`src/rtl/gpfd_pkg.sv`:
```
// Shared types, constants and helpers for the gamepad poll frame decoder.
`default_nettype none

package gpfd_pkg;

    localparam int FRAME_BYTES_DEF = 9;
    localparam int BUTTON_COUNT    = 16;
    localparam int HELD_FIRST      = 3;
    localparam int HELD_DEPTH      = 6;
    localparam int STICK_COUNT     = 4;
    localparam int STICK_W         = 10;

    localparam logic [1:0] ST_UP       = 2'd0;
    localparam logic [1:0] ST_DOWN     = 2'd1;
    localparam logic [1:0] ST_RELEASED = 2'd2;
    localparam logic [1:0] ST_PRESSED  = 2'd3;

    // Completed frame handed from the byte tracker to the decoder.
    typedef struct packed {
        logic                        fire;
        logic [BUTTON_COUNT-1:0]     raw;
        logic [BUTTON_COUNT-1:0]     prev;
        logic [STICK_COUNT-1:0][7:0] stick_bytes;
    } t_frame;

    // raw and prev are active low.
    function automatic logic [1:0] button_state(input logic raw_bit, input logic prev_bit);
        logic now_down;
        now_down = ~raw_bit;
        if (now_down) begin
            return prev_bit ? ST_PRESSED : ST_DOWN;
        end
        return prev_bit ? ST_UP : ST_RELEASED;
    endfunction

    // (b - 0x80) * 2, optionally negated.
    function automatic logic signed [STICK_W-1:0] stick_value(input logic [7:0] b,
                                                              input logic negate);
        logic signed [STICK_W-1:0] v;
        v = {~b[7], ~b[7], b[6:0], 1'b0};
        return negate ? -v : v;
    endfunction

endpackage

`default_nettype wire

```
`src/rtl/gamepad_poll_frame_decoder_unit.sv`:
```
// Top level of the gamepad poll frame decoder.
// Takes one response byte per cycle. A result word is produced only for the last
// byte of a frame (position FRAME_BYTES-1); it is held in the result register from
// the cycle after that byte is accepted until taken. Input bytes are stalled only
// while that register is full and the output side stalls. Bytes after the last one
// of a frame are taken and ignored until the next frame_start; a frame_start in the
// middle of a frame drops the partial frame. The button word of the first frame
// after reset is compared against all zeros, so buttons that are up read released.
`default_nettype none

module gamepad_poll_frame_decoder_unit import gpfd_pkg::*; #(
    parameter int FRAME_BYTES = FRAME_BYTES_DEF
) (
    input  wire logic                        i_clk,
    input  wire logic                        i_rst_n,
    input  wire logic                        i_valid,
    output logic                             o_stall,
    input  wire logic [7:0]                  i_rx_byte,
    input  wire logic                        i_frame_start,
    output logic                             o_valid,
    input  wire logic                        i_stall,
    output logic [2*BUTTON_COUNT-1:0]        o_button_states,
    output logic [BUTTON_COUNT-1:0]          o_event_mask,
    output logic signed [STICK_W-1:0]        o_right_x,
    output logic signed [STICK_W-1:0]        o_right_y,
    output logic signed [STICK_W-1:0]        o_left_x,
    output logic signed [STICK_W-1:0]        o_left_y
);

    t_frame w_frame;
    logic   w_accept;

    assign o_stall  = o_valid && i_stall;
    assign w_accept = i_valid && !o_stall;

    gpfd_frame_track #(
        .FRAME_BYTES(FRAME_BYTES)
    ) u_track (
        .i_clk         (i_clk),
        .i_rst_n       (i_rst_n),
        .i_accept      (w_accept),
        .i_rx_byte     (i_rx_byte),
        .i_frame_start (i_frame_start),
        .o_frame       (w_frame)
    );

    gpfd_decode u_decode (
        .i_clk           (i_clk),
        .i_rst_n         (i_rst_n),
        .i_frame         (w_frame),
        .i_stall         (i_stall),
        .o_valid         (o_valid),
        .o_button_states (o_button_states),
        .o_event_mask    (o_event_mask),
        .o_right_x       (o_right_x),
        .o_right_y       (o_right_y),
        .o_left_x        (o_left_x),
        .o_left_y        (o_left_y)
    );

endmodule

`default_nettype wire

```
`src/rtl/gpfd_frame_track.sv`:
```
// Byte position counter, held frame bytes and previous button word.
`default_nettype none

module gpfd_frame_track import gpfd_pkg::*; #(
    parameter int FRAME_BYTES = FRAME_BYTES_DEF
) (
    input  wire logic       i_clk,
    input  wire logic       i_rst_n,
    input  wire logic       i_accept,
    input  wire logic [7:0] i_rx_byte,
    input  wire logic       i_frame_start,
    output t_frame          o_frame
);

    localparam int PW = $clog2(FRAME_BYTES + 1);
    localparam logic [PW-1:0] POS_IDLE = PW'(FRAME_BYTES);
    localparam logic [PW-1:0] POS_LAST = PW'(FRAME_BYTES - 1);
    localparam bit LAST_IN_STORE = (FRAME_BYTES - 1) < (HELD_FIRST + HELD_DEPTH);

    logic [PW-1:0]           r_pos;
    logic [PW-1:0]           n_pos;
    logic [BUTTON_COUNT-1:0] r_prev;
    logic [7:0]              r_held [HELD_DEPTH];
    logic [PW-1:0]           w_pos;
    logic                    w_active;
    logic                    w_fire;

    assign w_pos    = i_frame_start ? '0 : r_pos;
    assign w_active = i_accept && (w_pos != POS_IDLE);
    assign w_fire   = w_active && (w_pos == POS_LAST);
    assign n_pos    = w_active ? w_pos + 1'b1 : w_pos;

    always_ff @(posedge i_clk) begin
        if (!i_rst_n) begin
            r_pos  <= '0;
            r_prev <= '0;
        end else begin
            if (i_accept) begin
                r_pos <= n_pos;
            end
            if (w_fire) begin
                r_prev <= o_frame.raw;
            end
        end
    end

    for (genvar k = 0; k < HELD_DEPTH; k++) begin : g_held
        always_ff @(posedge i_clk) begin
            if (w_active && (w_pos == PW'(HELD_FIRST + k))) begin
                r_held[k] <= i_rx_byte;
            end
        end
    end

    always_comb begin
        o_frame.fire           = w_fire;
        o_frame.raw            = {r_held[1], r_held[0]};
        o_frame.prev           = r_prev;
        o_frame.stick_bytes[0] = r_held[2];
        o_frame.stick_bytes[1] = r_held[3];
        o_frame.stick_bytes[2] = r_held[4];
        o_frame.stick_bytes[3] = LAST_IN_STORE ? i_rx_byte : r_held[5];
    end

    a_pos_range: assert property (@(posedge i_clk) disable iff (!i_rst_n)
        r_pos <= POS_IDLE)
        else $error("byte position beyond frame");

    a_idle_after_last: assert property (@(posedge i_clk) disable iff (!i_rst_n)
        w_fire |=> r_pos == POS_IDLE)
        else $error("position not idle after last byte");

    a_prev_follows_frame: assert property (@(posedge i_clk) disable iff (!i_rst_n)
        w_fire |=> r_prev == $past(o_frame.raw))
        else $error("previous button word not kept");

endmodule

`default_nettype wire

```
`src/rtl/gpfd_decode.sv`:
```
// Button state and stick decode into the result register.
`default_nettype none

module gpfd_decode import gpfd_pkg::*; (
    input  wire logic                        i_clk,
    input  wire logic                        i_rst_n,
    input  wire t_frame                      i_frame,
    input  wire logic                        i_stall,
    output logic                             o_valid,
    output logic [2*BUTTON_COUNT-1:0]        o_button_states,
    output logic [BUTTON_COUNT-1:0]          o_event_mask,
    output logic signed [STICK_W-1:0]        o_right_x,
    output logic signed [STICK_W-1:0]        o_right_y,
    output logic signed [STICK_W-1:0]        o_left_x,
    output logic signed [STICK_W-1:0]        o_left_y
);

    logic                      r_valid;
    logic [2*BUTTON_COUNT-1:0] r_states;
    logic [BUTTON_COUNT-1:0]   r_mask;
    logic signed [STICK_W-1:0] r_stick [STICK_COUNT];
    logic [2*BUTTON_COUNT-1:0] n_states;
    logic [BUTTON_COUNT-1:0]   n_mask;

    always_comb begin
        for (int i = 0; i < BUTTON_COUNT; i++) begin
            n_states[2*i +: 2] = button_state(i_frame.raw[i], i_frame.prev[i]);
            n_mask[i]          = n_states[2*i +: 2] != ST_UP;
        end
    end

    always_ff @(posedge i_clk) begin
        if (!i_rst_n) begin
            r_valid <= 1'b0;
        end else if (i_frame.fire) begin
            r_valid <= 1'b1;
        end else if (!i_stall) begin
            r_valid <= 1'b0;
        end
    end

    always_ff @(posedge i_clk) begin
        if (i_frame.fire) begin
            r_states <= n_states;
            r_mask   <= n_mask;
            for (int s = 0; s < STICK_COUNT; s++) begin
                r_stick[s] <= stick_value(i_frame.stick_bytes[s], s[0]);
            end
        end
    end

    assign o_valid         = r_valid;
    assign o_button_states = r_states;
    assign o_event_mask    = r_mask;
    assign o_right_x       = r_stick[0];
    assign o_right_y       = r_stick[1];
    assign o_left_x        = r_stick[2];
    assign o_left_y        = r_stick[3];

    a_no_overwrite: assert property (@(posedge i_clk) disable iff (!i_rst_n)
        i_frame.fire |-> !(r_valid && i_stall))
        else $error("result overwritten while stalled");

    a_fire_shows: assert property (@(posedge i_clk) disable iff (!i_rst_n)
        i_frame.fire |=> r_valid)
        else $error("result not presented after last byte");

    a_mask_match: assert property (@(posedge i_clk) disable iff (!i_rst_n)
        r_valid |-> (r_mask[0] == (r_states[1:0] != ST_UP))
                 && (r_mask[BUTTON_COUNT-1] == (r_states[2*BUTTON_COUNT-1 -: 2] != ST_UP)))
        else $error("event mask disagrees with button states");

endmodule

`default_nettype wire

```
`config.mk`:
```
export PLATFORM = sky130hd
export DESIGN_NAME = gamepad_poll_frame_decoder_unit
export DESIGN_NICKNAME = d
export VERILOG_FILES = /design/src/rtl/gpfd_pkg.sv /design/src/rtl/gamepad_poll_frame_decoder_unit.sv /design/src/rtl/gpfd_frame_track.sv /design/src/rtl/gpfd_decode.sv
export SDC_FILE = /design/constraint.sdc
export NUM_CORES = 1
export LEC_CHECK = 0
export CELL_PAD_IN_SITES_DETAIL_PLACEMENT = 1
export CELL_PAD_IN_SITES_GLOBAL_PLACEMENT = 2
export CORE_UTILIZATION = 29
export CTS_CLUSTER_SIZE = 40
export DETAILED_ROUTE_END_ITERATION = 10
export DONT_BUFFER_PORTS = 1
export HOLD_SLACK_MARGIN = 0.03
export PLACE_DENSITY_LB_ADDON = 0.1
export SLEW_MARGIN = 20
export SYNTH_ARGS = -nofsm -noshare
export SYNTH_HDL_FRONTEND = slang
export SYNTH_SLANG_ARGS = --single-unit
export TNS_END_PERCENT = 20
```
`constraint.sdc`:
```
create_clock -name i_clk -period 2.67 [get_ports i_clk]
set_input_delay 0.1335 -clock i_clk [delete_from_list [all_inputs] [get_ports i_clk]]
set_output_delay 0.1335 -clock i_clk [all_outputs]
set_load 0.1 [all_outputs]
```
# Word level (Yosys, flattened, before mapping)
# Memory sizes are Yosys's and may differ from the RTL's.
# Cells that the tools add are included.
dict set report word_totals {
  reg_bits 69
  n_memories 2
  output_inout_bits 90
  mem_bits_ro 0
  input_bits 13
  word_cells 132
  latch_bits 0
  ram_bits 88
}
# name depth word_bits rd rd_clocked_by_memory_dff wr line_no
set memory_table {}
lappend memory_table {u_track.r_held 6 8 5 0 1 gpfd_frame_track.sv:23} ;# logic [7:0] r_held [HELD_DEPTH];
lappend memory_table {u_decode.r_stick 4 10 4 0 4 gpfd_decode.sv:21} ;# logic signed [STICK_W-1:0] r_stick [STICK_COUNT];
dict set report op_classes {
  shift 0
  n_lt_le_gt_ge 0
  bitwise 4
  div_mod_pow 0
  addsub 3
  n_reduce_logical 31
  n_eq_ne 8
  multipliers 0
  mux 79
}
# cell n
set ops {}
lappend ops {{$mux 2} 48}
lappend ops {{$mux 8} 5}
lappend ops {{$reduce_or 8->1} 5}
lappend ops {{$reduce_bool 2->1} 16}
lappend ops {{$neg 9->10} 2}
lappend ops {{$mux 1} 19}
lappend ops {{$eq 4x3->1 const B} 4}
lappend ops {{$mux 3} 5}
lappend ops {{$logic_and 1x1->1} 9}
lappend ops {{$mux 4} 2}
lappend ops {{$add 4x1->4 const B} 1}
lappend ops {{$eq 4x2->1 const B} 1}
lappend ops {{$eq 4x4->1 const B} 1}
lappend ops {{$ne 4x4->1 const B} 1}
lappend ops {{$not 1->1} 4}
lappend ops {{$ne 2x1->1 const B} 1}
lappend ops {{$logic_not 1->1} 1}

# Logic depth before layout (Yosys ltp)
# Gate-level depths: netlist (run 1).
dict set report depth {
  ltp_word 13
  mapped_depth 6
  mapped_depth_nobuf 4
}

# Modules after synthesis
# From an unflattened synthesis (run 1), not the netlist that was laid out.
dict set report unflattened {
  cells_unflattened 335
  area_unflattened_um2 5333.9
}
# module seq_area_each_um2 n_inst cells_each area_per_inst_um2
set by_module_without_submodules {}
lappend by_module_without_submodules {gpfd_decode 2482.4 1 180 3123.0}
lappend by_module_without_submodules {gpfd_frame_track 1601.5 1 153 2197.1}
lappend by_module_without_submodules {gamepad_poll_frame_decoder_unit 0.0 1 2 13.8}

# Worst setup path after synthesis (run 1)
# OpenSTA, ideal clock, no wires.
dict set report synth_path {
  path_type {reg-to-reg}
  startpoint {register u_decode.r_valid, in the netlist u_decode.o_valid}
  endpoint {register u_decode.r_states[0], in the netlist u_decode.o_button_states[0] (enable)}
  stages_incl_launch_ff 6
  arrival_ns 2.420
  path_buffers 2
  required_time_ns 2.386
  setup_slack_ns -0.034
  setup_ns 0.284
  period_less_slack_ns 2.704
  cell_sequence {dfxtp_1 > nand2_1 > inv_1 > nor3_2 > buf_6 > buf_12}
}
# element line_no
set synth_lines {}
lappend synth_lines {{from (decl)} gpfd_decode.sv:18} ;# logic r_valid;
lappend synth_lines {{from (signal assigned)} gpfd_decode.sv:34} ;# r_valid <= 1'b0;
lappend synth_lines {{from (signal assigned)} gpfd_decode.sv:36} ;# r_valid <= 1'b1;
lappend synth_lines {{from (signal assigned)} gpfd_decode.sv:38} ;# r_valid <= 1'b0;
lappend synth_lines {{to (signal assigned)} gpfd_decode.sv:44} ;# r_states <= n_states;
lappend synth_lines {{to (decl)} gpfd_decode.sv:19} ;# logic [2*BUTTON_COUNT-1:0] r_states;

# Worst setup path after layout (run 1)
dict set report layout_path {
  startpoint {register u_decode.r_valid, in the netlist u_decode.o_valid}
  endpoint {register u_track.r_pos[2]}
}
dict set report layout_via {
  elab_chain_cells 5
}
# element line_no
set layout_lines {}
lappend layout_lines {{$logic_and 1x1->1 (*)} gamepad_poll_frame_decoder_unit.sv:33} ;# assign o_stall = o_valid && i_stall;
lappend layout_lines {{$logic_not 1->1 (*)} gamepad_poll_frame_decoder_unit.sv:34} ;# assign w_accept = i_valid && !o_stall;
lappend layout_lines {{$logic_and 1x1->1 (*)} gamepad_poll_frame_decoder_unit.sv:34}
lappend layout_lines {{$logic_and 1x1->1} gpfd_frame_track.sv:29} ;# assign w_active = i_accept && (w_pos != POS_IDLE);
lappend layout_lines {{$mux 4} gpfd_frame_track.sv:31} ;# assign n_pos = w_active ? w_pos + 1'b1 : w_pos;
lappend layout_lines {{to (signal assigned)} gpfd_frame_track.sv:39} ;# r_pos <= n_pos;
lappend layout_lines {{to (decl)} gpfd_frame_track.sv:20} ;# logic [PW-1:0] r_pos;
# Every way passes the cells marked *; elsewhere a longest branch is shown, timed or not.
# A chain may end at the register's enable or synchronous reset.

==> metrics.yaml, run 1 <==
hold_path:
  worstHoldStart: "i_rx_byte[3]"
  hold_path_class: "primary input to register"
  min_path_cells: 3
clock_tree:
  cts_max_level: 4
  worstSkewPairLatency_ns: 0.42
  root_buffer: "clkbuf_16"
  numCtsBuffers: 17
  clk_pin_slew_worst_paths_ns: 0.06
  clockBufferDepth: 2
  clkSinkCount: 143
  cts_tree: "built"
  cts.repair.resized: 0
placement:
  gp_congestion: 0.782
  portBuffers: 0
  dp_hpwl_mm: 6.90
  place_inst: 552
setup_path:
  start_kind: "register"
  worstPathArrival_ns: 2.42
  r2r-start: "u_decode.o_valid"
  cp.required_ns: 2.98
  reg2reg_depth: 5
  critPathMaxFanout: 4
  endpoint_kind: "register"
  path_class: "register to register"
  critPathLaunch: "u_decode.o_valid"
logic_synthesis:
  syn_inst: 324
  yosysMostFrequentCell: "edfxtp_1"
  synth_edf_count: 122
  synthesis.area_um2: 5260
  yosysTopAreaCell: "edfxtp_1"
  synth-main-ff-cell: "edfxtp_1"
  yosysSeqAreaShare_pct: 77.6
  synth_commonest_cells: "edfxtp_1, inv_1, nand2_1"
  synth_area_leaders: "edfxtp_1, dfxtp_1, ha_1"
  synth_top_cell_area_share_pct: 69.6
  async_reset_ff_share_pct: 0
  syn_area_per_cell_um2: 16.2
  yosysWarningCount: 0
  ys_ff_latch: 143
  synth.distinct_cells: 36
grt:
  grt_pass1_vias: 2669
  grt_pass1_wl_mm: 16.8
  grt.overflow.total: 0
  grt_usage_pct: 13.1
  antenna_found_initial: 0
  grt_max_degree: 42
timing:
  rsz0062_at_grt: "no"
  post-route-min-period_ns: 2.11
  finalClockSkew_ns: 0.00811
  max_freq_ghz: 0.473
  final-hold-violation-count: 0
  relSlewSlack_pct: 36.7
  worst_slew_pin_slew_ns: 0.951
  finalMaxSlewViolations: 0
  finalSetupViolCount: 0
  period_share_pct: 79.1
finish:
  final_cells: 596
  drive_gt1_share_pct: 12.9
  layout.nets: 389
  area_growth_pct: 20.6
  num_antenna_cells: 0
route:
  vias: 2602
  wl_per_cell_um: 18.9
  drt-vias-per-instance: 4.37
  first_pass_iters: 4
  finalWirelength_mm: 11.2
  wl_met3_um: 556
  routed.top_layer: "met4"
  final_antenna_net_count: 0
  wl_met2_mm: 5.55
  wl_met1_mm: 4.97
  drtIter0Drc: 160
  post-route-drc-count: 0
power_and_ir_drop:
  ir_worst_vdd_v: 0.000457
  total_power_uw: 4870
  leakage_uw: 0.00219
  power.density_nw_per_um2: 767
floorplanning:
  die_y_um: 137
  ios: 103
  num_rows: 48
  die-area_um2: 18700
  fp.dieW_um: 137
  core_area_um2: 17500
  start_util_pct: 30.0
outcome:
  status: "complete, no violations"
flow_run:
  maxCapViolations: 0
[final cells by class]
class	count	area, um2
fillers	1794	11200
flip-flops and latches	143	4080
multi-input cells	130	945
clock buffers	23	478
repair buffers	26	300
well taps	225	282
inverters	40	150
clock inverters	9	110
[layer usage]
| metal | GRT usage, % | vias up |
|---|---|---|
| li1 | - | 1205 |
| met1 | 15.9 | 1314 |
| met2 | 20.6 | 74 |
| met3 | 4.59 | 9 |
| met4 | 6.11 | 0 |
| met5 | 0 | - |
[cells in the final DEF, fill, tap and decap left out, types with 4 or more instances in the layout]
cell,count
dlygate4sd3_1,11
mux2i_1,16
clkbuf_16,17
nand2_1,37
ha_1,18
buf_4,10
xor2_1,6
xnor2_1,6
conb_1,4
edfxtp_1,122
nor2_1,6
inv_1,40
dfxtp_1,21
nor3_1,4
[path summary, 6_finish.rpt]
| check | to | slack [ns] |
|---|---|---|
| max | u_track.r_pos[2] | 0.56 |
| min | u_decode.r_stick[3][8] | 0.10 |
| max reg2reg | u_track.r_pos[2] | 0.56 |
| min reg2reg | u_decode.r_stick[2][5] | 0.41 |
[sequential cells by signal (all words and copies together) (netlist names)]
register / cells
u_decode.o_button_states: 32
u_decode.o_event_mask: 16
u_decode.o_valid: 1
u_decode.r_stick: 34
u_track.r_held: 40
u_track.r_pos: 4
u_track.r_prev: 16
[through the flow]
step	utilization (%)	worst slack (ns)	hold slack [ns]	TNS [ns]	instance area, um2
final	36.2	0.557	0.103	0	6350
after global routing	36.2	0.435	0.101	0	6350
after CTS	36.2	0.527	0.0748	0	6350
after floorplan	-	-0.0342	0.232	-3.05	5270
after global placement	32.1	0.587	0.233	0	5630
after detailed placement	32.1	0.544	0.233	0	5630
[timing repair]
action / in CTS / in global routing
buffers inserted: 0 / 0
hold buffers: 12 / 0
hold endpoints to repair: 70 / 0
[cell families (layout without fill, tap and decap cells)]
group	count (synthesis)	after routing	synth area share, %
compound gates	13	13	2.00
xor+xnor	12	12	2.00
fa+ha+maj	18	18	4.28
buf+inv	54	98	4.87
flops	143	143	77.6
mux	16	16	3.04
other cells	1	4	0.0713
simple gates	67	67	6.13
[power breakdown]
group	internal (uW)	switching [uW]	leakage [uW]
registers	2400	5.90	0.00124
logic	26.5	69.5	0.000677
clock network	1450	911	0.000279
total	3880	987	0.00219
[critical path, stage by stage, from the launching register on]
cell           delay (ns)
dfxtp_1              0.31
buf_4                0.23
a21boi_0             0.53
a21boi_0             0.19
o21a_1               0.20
dlygate4sd3_1        0.54
No activity file was read; power rests on OpenSTA's default activity.
==> run 2, diff against run 1 <==
--- a/config.mk
+++ b/config.mk
@@ -5,6 +5,7 @@
 export SDC_FILE = /design/constraint.sdc
 export NUM_CORES = 1
 export LEC_CHECK = 0
+export ABC_AREA = 1
 export CELL_PAD_IN_SITES_DETAIL_PLACEMENT = 1
 export CELL_PAD_IN_SITES_GLOBAL_PLACEMENT = 2
 export CORE_UTILIZATION = 29
==> constraint.sdc (replaced) <==
create_clock -name i_clk -period 2 [get_ports i_clk]
set_input_delay 0.1 -clock i_clk [delete_from_list [all_inputs] [get_ports i_clk]]
set_output_delay 0.1 -clock i_clk [all_outputs]
set_load 0.1 [all_outputs]
==> metrics.yaml, run 2 <==
outcome:
  status: "complete, no violations"
logic_synthesis:
  synth_area_leaders: "edfxtp_1, dfxtp_1, inv_1"
  synth-xor-area-share_pct: 1.66  # -0.34 points
  syn_area_per_cell_um2: 14.0  # -14%
  yosys.area_share.adder_pct: 4.26  # -0.019 points
  synth_edf_count: 122  # unchanged
  async_reset_ff_share_pct: 0  # unchanged
  yosysWarningCount: 0  # unchanged
  ys_ff_latch: 143  # unchanged
  yosysTopAreaCell: "edfxtp_1"
  synth_commonest_cells: "edfxtp_1, inv_1, nand2_1"
  synth.area.mux_share_pct: 0  # -3.0 points
  synth.distinct_cells: 24  # -33%
  yosysSeqAreaShare_pct: 77.3  # -0.35 points
  synth_top_family_by_area: "simple AND/OR/NAND/NOR gates"
  syn_inst: 378  # +17%
  synthesis.area_um2: 5290  # +0.45%
  synth-compound-area-share_pct: 1.47  # -0.53 points
  yosysMostFrequentCell: "edfxtp_1"
  synth_top_cell_area_share_pct: 69.3  # -0.31 points
  synthSimpleGateAreaFrac_pct: 8.73  # +2.6 points
  synth-main-ff-cell: "edfxtp_1"
clock_tree:
  cts_max_level: 4  # unchanged
  worstSkewPairLatency_ns: 0.41  # about the same
  numCtsBuffers: 17  # unchanged
  clk_pin_slew_worst_paths_ns: 0.06  # about the same
  cts.repair.resized: 0  # unchanged
  root_buffer: "clkbuf_16"
  cts_tree: "built"
  clkSinkCount: 143  # unchanged
  clockBufferDepth: 2  # unchanged
timing:
  max_freq_ghz: 0.610  # +29%
  relSlewSlack_pct: 37.5  # +0.72 points
  post-route-min-period_ns: 1.64  # -0.474 ns
  finalClockSkew_ns: 0.00792  # -0.000197 ns
  finalMaxSlewViolations: 0  # unchanged
  worst_slew_pin_slew_ns: 0.935  # -0.0160 ns
  final-hold-violation-count: 0  # unchanged
  whs_ns: 0.0425  # -0.0607 ns
  finalSetupViolCount: 0  # unchanged
  period_share_pct: 81.9  # +2.8 points
  rsz0062_at_grt: "no"
power_and_ir_drop:
  power.density_nw_per_um2: 996  # +30%
  leakage_uw: 0.00285  # +30%
  total_power_uw: 7010  # +44%
  ir_worst_vdd_v: 0.000512  # +12%
floorplanning:
  die-area_um2: 18800  # +0.45%
  start_util_pct: 29.5  # -0.48 points
  ios: 103  # unchanged
  num_rows: 49  # +2.1%
  fp.dieW_um: 137  # +0.22%
  core_area_um2: 17900  # +2.1%
  die_y_um: 137  # +0.22%
finish:
  area_growth_pct: 33.2
  finish.utilization_pct: 39.3  # +3.1 points
  most-common-layout-cells: "edfxtp_1, buf_4, inv_1"
  largest-register: "u_track.r_held"
  num_antenna_cells: 0  # unchanged
  largest_reg_flops: 40  # unchanged
  final_cells: 737  # +24%
  layout.nets: 526  # +35%
  drive_gt1_share_pct: 25.4  # +12 points
  mostFrequentLayoutCell: "edfxtp_1"
placement:
  gp_congestion: 0.699  # -11%
  portBuffers: 0  # unchanged
  place_inst: 693  # +26%
  dp_hpwl_mm: 7.44  # +7.8%
route:
  final_antenna_net_count: 0  # unchanged
  finalWirelength_mm: 11.2  # -0.28%
  vias: 3031  # +16%
  drtIter0Drc: 183  # +14%
  first_pass_iters: 4  # unchanged
  drt-vias-per-instance: 4.11  # -5.8%
  post-route-drc-count: 0  # unchanged
  wl_per_cell_um: 15.2  # -19%
setup_path:
  critPathMaxFanout: 20  # +16
  cpPeakStageDelay_ns: 0.35  # -0.19 ns
  start_kind: "register"
  crit_chain: "a21oi_4 -> nand4_4 -> clkinvlp_4 -> buf_4"
  cp.required_ns: 2.08  # -0.90 ns
  worstPathArrival_ns: 1.72  # -0.70 ns
  path_class: "register to register"
  endpoint_kind: "register"
  critPathSlowestCell: "dfxtp_4"
grt:
  grt_usage_pct: 12.7  # -0.30 points
  grt_pass1_vias: 3041  # +14%
  grt_max_degree: 36  # -14%
  grt.overflow.total: 0  # unchanged
  grt_pass1_wl_mm: 17.1  # +1.9%
  antenna_found_initial: 0  # unchanged
hold_path:
  hold_path_class: "primary input to register"
flow_run:
  maxCapViolations: 0  # unchanged
-- run 2: path summary, 6_finish.rpt --
kind	depth (start not counted)	endpoint	from	slack (ns)
worst max-delay path	4	u_decode.o_button_states[23]	u_decode.o_valid	0.36
worst min-delay path	3	u_decode.r_stick[3][5]	i_rx_byte[2]	0.04
worst max register to register	4	u_decode.o_button_states[23]	u_decode.o_valid	0.36
worst min register to register	0	u_decode.r_stick[2][4]	u_track.r_held[4][3]	0.42
-- run 2: final cells by class --
class                   instances  area, um2
clock inverters                12        190
well taps                     229        287
fillers                      1870      10900
clock buffers                  20        447
inverters                      71        270
flip-flops and latches        143       4090
multi-input cells             156        867
repair buffers                106        891
-- run 2: routing by layer --
| metal | wire length [um] | share of wire, % | track usage [%] |
|---|---|---|---|
| met3 | 486 | 4.3 | 3.04 |
| met1 | 5120 | 46 | 16.5 |
| met2 | 5480 | 49 | 20.0 |
| met5 | 0 | 0 | 0 |
| met4 | 120 | 1.1 | 6.17 |
-- run 2: what timing repair did --
| action | in CTS | in global routing |
|---|---|---|
| buffers inserted | 0 | 0 |
| hold buffers | 12 | 0 |
| setup endpoints to repair | 0 | 0 |
| hold endpoints to repair | 70 | 0 |
-- run 2: metrics by stage --
step           area (um2)  TNS (ns)  setup WS [ns]
6_report             7040         0          0.362
5_1_grt              7040         0          0.254
4_1_cts              7040         0          0.331
3_5_place_dp         6280         0          0.322
3_3_place_gp         6280         0          0.366
2_1_floorplan        5310    -41.34         -0.504
-- run 2: worst max-delay path, delay by kind of cell (launching register included) --
kind,cells,cell delay (ns)
AO/OA/AOI/OAI,1,0.23
flip-flops,1,0.35
AND/OR/NAND/NOR,1,0.12
buffers and inverters,2,0.59
-- run 2: cells by family (layout without fill, tap and decap cells) --
family / after synthesis / in the layout
compound gates: 13 / 13
xor+xnor: 10 / 10
fa+ha+maj: 18 / 18
buf+inv: 82 / 209
flops: 143 / 143
other cells: 1 / 4
simple gates: 111 / 111
-- run 2: where the power goes --
group	leakage (uW)	internal [uW]	switching [uW]	total [uW]
clock	0.000313	2240	1160	3400
combinational	0.00129	72.3	272	344
sequential	0.00125	3250	16.6	3270
total	0.00285	5560	1450	7010
==> run 3, diff against run 2 <==
==> constraint.sdc (replaced) <==
create_clock -name i_clk -period 1.6 [get_ports i_clk]
set_input_delay 0.08 -clock i_clk [delete_from_list [all_inputs] [get_ports i_clk]]
set_output_delay 0.08 -clock i_clk [all_outputs]
set_load 0.1 [all_outputs]
==> metrics.yaml, run 3 (same netlist as run 2, synthesis figures left out) <==
floorplanning:
  fp.dieW_um: 137  # unchanged
  ios: 103  # unchanged
  num_rows: 49  # unchanged
  start_util_pct: 29.5  # unchanged
  die-area_um2: 18800  # unchanged
  core_area_um2: 17900  # unchanged
  die_y_um: 137  # unchanged
power_and_ir_drop:
  power.density_nw_per_um2: 1220  # +23%
  leakage_uw: 0.00284  # -0.38%
  ir_worst_vdd_v: 0.000818  # +60%
  total_power_uw: 8600  # +23%
setup_path:
  cpPeakStageDelay_ns: 0.35  # about the same
  critPathSlowestCell: "dfxtp_4"
  cp.required_ns: 1.72  # -0.36 ns
  path_class: "register to register"
  worstPathArrival_ns: 1.59  # -0.13 ns
  start_kind: "register"
  crit_chain: "a21oi_4 -> buf_4 -> nand4_1 -> nor2_1 -> buf_4"
  crit_path_frequent_cell: "buf_4"
  critPathMaxFanout: 8  # -60%
  endpoint_kind: "register"
route:
  wl_per_cell_um: 14.7  # -3.5%
  first_pass_iters: 6  # +2
  vias: 2992  # -1.3%
  finalWirelength_mm: 10.8  # -3.2%
  drtIter0Drc: 93  # -49%
  drt-vias-per-instance: 4.05  # -1.6%
  final_antenna_net_count: 0  # unchanged
  post-route-drc-count: 0  # unchanged
finish:
  layout.nets: 528  # +0.38%
  num_antenna_cells: 0  # unchanged
  area_growth_pct: 33.3
  final_cells: 739  # +0.27%
  drive_gt1_share_pct: 26.7  # +1.3 points
  most-common-layout-cells: "edfxtp_1, buf_4, inv_1"
  largest_reg_flops: 40  # unchanged
  largest-register: "u_track.r_held"
  mostFrequentLayoutCell: "edfxtp_1"
clock_tree:
  worstSkewPairLatency_ns: 0.41  # about the same
  cts_max_level: 4  # unchanged
  clockBufferDepth: 2  # unchanged
  clk_pin_slew_worst_paths_ns: 0.06  # about the same
  root_buffer: "clkbuf_16"
  clkSinkCount: 143  # unchanged
  cts_tree: "built"
  numCtsBuffers: 17  # unchanged
  cts_setup_buffers: 0  # unchanged
grt:
  grt_pass1_vias: 3015  # -0.85%
  grt_pass1_wl_mm: 16.7  # -2.4%
  antenna_found_initial: 0  # unchanged
  grt_usage_pct: 12.5  # -0.25 points
  grt.overflow.total: 0  # unchanged
  grt_max_degree: 35  # -2.8%
placement:
  gp_congestion: 0.684  # -2.2%
  dp_hpwl_mm: 7.45  # +0.14%
  place_inst: 695  # +0.29%
  portBuffers: 0  # unchanged
timing:
  worst_slew_pin_slew_ns: 0.947  # +0.0115 ns
  finalSetupViolCount: 0  # unchanged
  max_freq_ghz: 0.679  # +11%
  whs_ns: 0.100  # +0.0578 ns
  post-route-min-period_ns: 1.47  # -0.165 ns
  final-hold-violation-count: 0  # unchanged
  finalClockSkew_ns: 0.00687  # -0.00105 ns
  rsz0062_at_grt: "no"
  relSlewSlack_pct: 36.7  # -0.77 points
  period_share_pct: 92.1  # +10 points
  finalMaxSlewViolations: 0  # unchanged
hold_path:
  hold_path_class: "primary input to register"
flow_run:
  maxCapViolations: 0  # unchanged
outcome:
  status: "complete, no violations"
[run 3: area by class of cell]
class	instances	area, um2
fillers	1889	10900
flip-flops and latches	143	4090
repair buffers	108	908
multi-input cells	156	872
clock buffers	18	429
well taps	229	287
inverters	71	270
clock inverters	14	193
[run 3: path summary, 6_finish.rpt]
check / startpoint / to / slack [ns] / depth (start not counted)
worst max-delay path: u_decode.o_valid / u_track.r_held[3][6] / 0.13 / 5
worst min-delay path: i_valid / u_track.r_pos[1] / 0.10 / 4
worst max register to register: u_decode.o_valid / u_track.r_held[3][6] / 0.13 / 5
worst min register to register: u_track.r_held[4][3] / u_decode.r_stick[2][4] / 0.42 / 0
[run 3: timing repair]
action | in CTS | in global routing
endpoints found under the hold margin | 70 | 0
gates resized for setup | 0 | 3
endpoints found under the setup margin | 0 | 10
hold buffers | 12 | 0
[run 3: routing by layer]
metal / vias to the layer above / GRT usage (%) / share of wire [%]
met1: 1443 / 15.9 / 46
met4: 0 / 6.04 / 1.9
li1: 1476 / - / -
met2: 58 / 19.6 / 48
met3: 15 / 3.52 / 3.7
met5: - / 0 / 0
[run 3: critical path, delay by kind of cell, from the launching register on]
| family | cells | cell delay, ns |
|---|---|---|
| flip-flops | 1 | 0.35 |
| buffers and inverters | 2 | 0.35 |
| AO/OA/AOI/OAI | 1 | 0.18 |
| AND/OR/NAND/NOR | 2 | 0.29 |
[run 3: through the flow]
stage	TNS, ns	setup slack [ns]	util, %	area, um2
CTS	0	0.0742	39.3	7040
floorplan	-74.67	-0.904	-	5310
detailed placement	0	0.100	35.2	6300
global placement	0	0.141	35.2	6300
finish	0	0.127	39.4	7050
global route	0	0.0194	39.4	7050
[run 3: power by group]
part	switching [uW]	leakage [uW]	internal (uW)
Clock	1480	0.000284	2600
Combinational	339	0.00131	92.8
Sequential	20.5	0.00125	4060
Total	1840	0.00284	6760
